File: config.mk
export PLATFORM = sky130hd
export DESIGN_NAME = ddo_cordic
export DESIGN_NICKNAME = d
export VERILOG_FILES = /design/src/design/ddo_pkg.sv /design/src/design/ddo_cordic.sv
export SDC_FILE = /design/constraint.sdc
export NUM_CORES = 1
export LEC_CHECK = 0
export BUFFER_PORTS_ARGS = -buffer_cell sky130_fd_sc_hd__buf_2
export CAP_MARGIN = 20
export CORE_MARGIN = 2
export CORE_UTILIZATION = 35
export DETAILED_ROUTE_END_ITERATION = 16
export GPL_TIMING_DRIVEN = 0
export PLACE_DENSITY = 0.63
export SETUP_SLACK_MARGIN = 0.02
export SLEW_MARGIN = 20
export SYNTH_ARGS = -nofsm -noshare
export SYNTH_HDL_FRONTEND = slang
export SYNTH_SLANG_ARGS = --single-unit
File: constraint.sdc
create_clock -name clk -period 13.85 [get_ports clk]
set_clock_uncertainty 0.15 [all_clocks]
set_input_delay 1.385 -clock clk [delete_from_list [all_inputs] [get_ports clk]]
set_output_delay 1.385 -clock clk [all_outputs]
set_load 0.03 [all_outputs]
File: src/design/ddo_pkg.sv
// Shared constants, types and helpers for the differential-drive odometry block.
// No dependencies; every other design file imports this package.
package ddo_pkg;

  localparam int CORDIC_STEPS = 16;
  localparam int ATAN_LEN     = 24;
  localparam int IT_W         = $clog2(ATAN_LEN);

  localparam logic [15:0] RADIUS_RST = 16'd2130;
  localparam logic [15:0] INVSEP_RST = 16'd5120;

  localparam logic signed [41:0] PI_Q16     = 42'sd205887;
  localparam logic signed [41:0] TWO_PI_Q16 = 42'sd411775;
  localparam logic signed [31:0] INV_TWO_PI = 32'sd683565276;
  localparam logic signed [31:0] HALF_PI_Q30 = 32'sd1686629713;
  localparam logic signed [33:0] GAIN_Q30   = 34'sd652032874;
  localparam logic signed [17:0] QUAT_ONE   = 18'sd16384;

  localparam logic [1:0] REG_RADIUS = 2'd0;
  localparam logic [1:0] REG_INVSEP = 2'd1;

  typedef logic signed [33:0] cval_t;

  function automatic cval_t atan_q30(input logic [IT_W-1:0] i);
    cval_t r;
    unique case (i)
      5'd0:  r = 34'sh03243F6A8;
      5'd1:  r = 34'sh01DAC6705;
      5'd2:  r = 34'sh00FADBAFC;
      5'd3:  r = 34'sh007F56EA6;
      5'd4:  r = 34'sh003FEAB76;
      5'd5:  r = 34'sh001FFD55B;
      5'd6:  r = 34'sh000FFFAAA;
      5'd7:  r = 34'sh0007FFF55;
      5'd8:  r = 34'sh0003FFFEA;
      5'd9:  r = 34'sh0001FFFFD;
      5'd10: r = 34'sh0000FFFFF;
      5'd11: r = 34'sh00007FFFF;
      5'd12: r = 34'sh00003FFFF;
      5'd13: r = 34'sh00001FFFF;
      5'd14: r = 34'sh00000FFFF;
      5'd15: r = 34'sh000007FFF;
      5'd16: r = 34'sh000003FFF;
      5'd17: r = 34'sh000001FFF;
      5'd18: r = 34'sh000000FFF;
      5'd19: r = 34'sh0000007FF;
      5'd20: r = 34'sh0000003FF;
      5'd21: r = 34'sh0000001FF;
      5'd22: r = 34'sh0000000FF;
      5'd23: r = 34'sh00000007F;
      default: r = '0;
    endcase
    return r;
  endfunction

  // Rounds a Q3.30 value to Q1.14 and clamps it to plus or minus one.
  function automatic logic signed [15:0] to_quat(input cval_t v);
    logic signed [34:0] t;
    logic signed [17:0] r;
    t = 35'(v) + 35'sd32768;
    r = 18'(t >>> 16);
    if (r > QUAT_ONE) r = QUAT_ONE;
    else if (r < -QUAT_ONE) r = -QUAT_ONE;
    return r[15:0];
  endfunction

endpackage

File: src/design/ddo_cordic.sv
// Rotation-mode CORDIC engine, one micro-rotation per cycle in Q3.30.
// Depends on ddo_pkg for the arctangent table and step count.
module ddo_cordic (
  input  logic          clk,
  input  logic          rst_n,
  input  logic          start,
  input  ddo_pkg::cval_t z_in,
  output ddo_pkg::cval_t x_out,
  output ddo_pkg::cval_t y_out,
  output logic          done
);
  import ddo_pkg::*;

  cval_t x_r, y_r, z_r;
  cval_t x_nxt, y_nxt, z_nxt;
  logic [IT_W-1:0] it_r;
  logic run_r, done_r;
  logic last;

  assign last = (it_r == IT_W'(CORDIC_STEPS - 1));

  always_comb begin
    if (!z_r[33]) begin
      x_nxt = x_r - (y_r >>> it_r);
      y_nxt = y_r + (x_r >>> it_r);
      z_nxt = z_r - atan_q30(it_r);
    end else begin
      x_nxt = x_r + (y_r >>> it_r);
      y_nxt = y_r - (x_r >>> it_r);
      z_nxt = z_r + atan_q30(it_r);
    end
  end

  always_ff @(posedge clk) begin
    if (!rst_n) begin
      run_r  <= 1'b0;
      done_r <= 1'b0;
      it_r   <= '0;
    end else begin
      done_r <= run_r && last;
      if (start) begin
        run_r <= 1'b1;
        it_r  <= '0;
      end else if (run_r) begin
        it_r <= it_r + 1'b1;
        if (last) run_r <= 1'b0;
      end
    end
  end

  always_ff @(posedge clk) begin
    if (start) begin
      x_r <= GAIN_Q30;
      y_r <= '0;
      z_r <= z_in;
    end else if (run_r) begin
      x_r <= x_nxt;
      y_r <= y_nxt;
      z_r <= z_nxt;
    end
  end

  assign x_out = x_r;
  assign y_out = y_r;
  assign done  = done_r;

  a_it_range: assert property (@(posedge clk) disable iff (!rst_n)
    run_r |-> it_r <= IT_W'(CORDIC_STEPS - 1))
    else $error("cordic step counter past last step");
  a_done_after_run: assert property (@(posedge clk) disable iff (!rst_n)
    done |-> $past(run_r))
    else $error("cordic done without a run");
endmodule
Word level (Yosys, flattened, before mapping) --
Memory sizes are Yosys's and may differ from the RTL's. A register that Yosys moved wholly into a read port is not among the register bits. Index checks and enable logic that the tools add are counted.
Storage, ports and cells: memories 2, ROM bits 1920, output and inout bits 69, flip-flop bits (word level) 109
Cells by class: shifts and indexed selects 2, bitwise operators 1, reduce and logical (&&, ||, !) cells 3, add/sub/neg operators 7, equal/unequal tests 1, multiplexer cells 14
Memories:
- (no name shown) | depth 32, bits a word 30, read ports 1, clocked after Yosys merged registers in 1, write ports 0, line ddo_pkg.sv:26 | unique case (i)
- (no name shown) | depth 32, bits a word 30, read ports 1, clocked after Yosys merged registers in 1, write ports 0, line ddo_pkg.sv:26
Operator list (count):
- $mux W34 | 7
- $add A34 B34 Y34 | 3
- $sub A34 B34 Y34 | 3
- $sshr A34 B5 Y34 | 2
- $mux W5 | 4
- $add A5 B1 Y5 const B | 1
- $eq A5 B4 Y1 const B | 1
- $mux W1 | 3
- $reduce_bool A2 Y1 | 1
- $reduce_or A2 Y1 | 1
- $logic_and A1 B1 Y1 | 1
- $not A1 Y1 | 1

Logic depth before layout (Yosys ltp) --
word-level depth 5, depth in mapped cells 29, mapped depth without buffers 25

Worst setup path after synthesis --
Ideal clock, no wire load.
kind flip-flop to flip-flop, start point register it_r[4], end point register x_r[30], in the netlist x_out[30], library setup time 0.117 ns, arrival 5.824 ns, path slack 7.759 ns, period minus slack after synthesis 6.091 ns, stages on the path, launching flop included 26, data required time 13.583 ns, path through dfxtp_1 -> clkbuf_1 -> clkbuf_1 -> clkbuf_1 -> clkbuf_1 -> clkbuf_1 -> clkbuf_1 -> nor2_1 -> nor2_1 -> ha_1 -> o2111ai_1 -> nor3_1 -> a31oi_1 -> xnor2_1 -> ha_1 -> clkbuf_1 -> a21o_1 -> a21o_1 -> a21oi_1 -> o21bai_1 -> a311oi_1 -> o31ai_1 -> or4b_1 -> a31oi_1 -> xnor2_1 -> a22o_1
Between the ends: cells in the longest elaborated chain, start to end 3
Ends and longest elaborated chain:
- start, declared | line ddo_cordic.sv:16 | logic [IT_W-1:0] it_r;
- start signal, assigned | line ddo_cordic.sv:45 | it_r <= it_r + 1'b1;
- $sshr A34 B5 Y34 * | line ddo_cordic.sv:24, ddo_cordic.sv:28
- $sub A34 B34 Y34 or $add A34 B34 Y34 (tied branches) | line ddo_cordic.sv:24, ddo_cordic.sv:28
- $mux W34 * | line ddo_cordic.sv:23 | if (!z_r[33]) begin
- end signal, assigned | line ddo_cordic.sv:57 | x_r <= x_nxt;
- end, declared | line ddo_cordic.sv:14 | cval_t x_r, y_r, z_r;
Every way passes the cells marked *; elsewhere a longest branch is shown, timed or not. A chain may end at the register's enable or synchronous reset.

Worst setup path after layout --
Same ends and word-level chain as after synthesis.

==> flow_summary.json <==
{
  "run_status": "finished, final reports clean",
  "numCtsBuffers": 17,
  "grt_max_degree": 35,
  "slowest_stage": "clkbuf_1",
  "first_iter_violations": 2158,
  "yosysTopAreaCell": "dfxtp_1",
  "hpwl_um": 69020,
  "cts_setup_buffers": 0,
  "numClockSinks": 139,
  "synth_area_leaders": "dfxtp_1 12%, mux4_2 12%, ha_1 8.0%",
  "dp_cells": 2899,
  "muxShareOfSynthArea_pct": 18.72,
  "die_w_um": 228.4,
  "yosysWarnings": 0,
  "maxClockFrequency_ghz": 0.1007,
  "grt_pass1_vias": 18590,
  "fin_crit_sh_pct": 71.69,
  "holdBufCountCts": 0,
  "cts_buffer_depth": 2,
  "min_period_ps": 9930,
  "io_pins": 106,
  "core_sq_um": 49970,
  "cts_resized": 0,
  "synth_flop_cell": "dfxtp_1",
  "grt_antenna_before_repair": 1,
  "synth_top_family_by_area": "compound AO/OA/AOI/OAI gates",
  "slew_violations": 0,
  "cp-end-kind": "register",
  "slew_headroom_pct": 15.69,
  "stdcell_count": 2933,
  "ys_seq_area_share_pct": 17.72,
  "start_kind": "register",
  "rsz0062_at_grt": "no",
  "rows": 82,
  "clk_pin_slew_ps": 70,
  "max_stage_delay_ps": 750,
  "synth_top_area_share_pct": 11.93,
  "drtPass1Iterations": 9,
  "routed_wirelength_um": 89450,
  "synth-xor-area-share_pct": 8.648,
  "synth_seq_cells": 139,
  "synthArstFlopShare_pct": 0,
  "avgViaCountPerCell": 6.478,
  "ys_types": 96,
  "grt_usage_pct": 33.73,
  "antenna_left": 0,
  "syn_to_final_growth_pct": 11.40,
  "crit_top_cell": "clkbuf_1",
  "crit_type": "register to register",
  "final_cell_mix": "202 x nor2_1, 181 x a21oi_1, 176 x nand2_1",
  "wl_per_cell_um": 30.50,
  "drv_cap": 0,
  "power_density_nw_per_um2": 261.1,
  "layout_commonest_cell": "nor2_1",
  "syn_nets": 2274,
  "start_util_pct": 35.27,
  "vias": 19000,
  "clk_latency_ps": 500,
  "grt-ovfl-total": 0,
  "hold_viol": 0,
  "syn_area_sq_um": 17620,
  "setup_viol": 0,
  "setup_tns_ps": 0,
  "utilization_pct": 39.29,
  "worstPathRequired_ps": 14080,
  "cts_tree": "yes",
  "cp.arrival_ps": 10160,
  "max-vdd-ir-drop_uv": 125.3,
  "synth_edf_count": 34,
  "synth_adder_area_share_pct": 8.293,
  "fin_nets": 2399,
  "drcViolationCount": 0,
  "power_leakage_nw": 7.997,
  "htreeDepth": 4,
  "root_buffer": "clkbuf_16",
  "syn-instance-count": 2122,
  "grt_pass1_wl_um": 128600,
  "synth_compound_area_share_pct": 24.39,
  "hp-class": "register to register",
  "place.gp.congestion": 1.125,
  "worstMarginPinSlew_ps": 1265,
  "die-area_sq_um": 52160,
  "drive_gt1_share_pct": 15.18,
  "portBuffers": 105,
  "synthSimpleGateAreaFrac_pct": 17.57,
  "syn_area_per_cell_sq_um": 8.304,
  "die_h_um": 228.4,
  "worstPathMaxFanout": 10,
  "totalPowerFinal_mw": 5.126
}
critical path: cells and delay by family (launching register included):
kind	cells	cell delay, ps
buffers and inverters	7	4440
AO/OA/AOI/OAI	10	2460
AND/OR/NAND/NOR	4	1400
adder cells (fa/ha/maj)	2	530
flip-flops	1	460
XOR/XNOR	2	390
metrics by stage:
step,instance area (sq um),hold slack [ps],setup WS [ps]
2_1_floorplan,17620,457.1,7759
3_3_place_gp,18990,443.0,4372
3_5_place_dp,19000,439.9,4454
4_1_cts,19620,452.8,4400
5_1_grt,19630,511.2,3779
6_report,19630,434.5,3920
logic make-up (layout without fill, tap and decap cells):
family	Yosys count	after routing
AOI/OAI and AO/OA	658	658
and+or+nand+nor	637	637
muxes	211	211
buffers and inverters	188	326
xor gates and xnor gates	174	174
DFF	139	139
adders and majority gates	115	115
other	0	1
area by class of cell:
class,count,area (sq um)
Clock buffer,19,464.2
Fill cell,5181,30340
Sequential cell,139,3123
Timing Repair Buffer,106,536.8
Tap cell,672,840.8
Inverter,62,232.7
Multi-Input combinational cell,1795,13690
Antenna cell,1,2.502
Clock inverter,13,146.4
Buffer,126,595.6
worst paths after layout:
path | from | cells past startpoint | end | slack, ps
worst min register to register | y_out[0] | 2 | y_out[0] | 430
worst max-delay path | it_r[4] | 25 | x_out[30] | 3920
worst max register to register | it_r[4] | 25 | x_out[30] | 3920
worst min-delay path | y_out[0] | 2 | y_out[0] | 430
per-layer routing:
layer	up-vias	global-route usage (%)	share of wire, %
met4	2	23.82	7.7
li1	8253	-	-
met2	1199	51.89	44
met5	-	0	0.012
met3	334	10.45	10
met1	9213	40.04	39
report_power, final:
part | switching [mW] | total (mW) | internal [mW]
Combinational | 2.22 | 3.75 | 1.53
Clock | 0.228 | 0.498 | 0.270
Sequential | 0.315 | 0.879 | 0.564
cells in the mapped netlist (58+ instances only):
| cell | instances |
|---|---|
| a21o_1 | 61 |
| a21oi_1 | 181 |
| clkbuf_1 | 69 |
| dfxtp_1 | 105 |
| ha_1 | 112 |
| inv_1 | 58 |
| mux2i_1 | 84 |
| mux4_2 | 90 |
| nand2_1 | 176 |
| nor2_1 | 205 |
| o21ai_0 | 127 |
| xnor2_1 | 85 |
| xor2_1 | 89 |
Power figures use the tool's default switching activity.
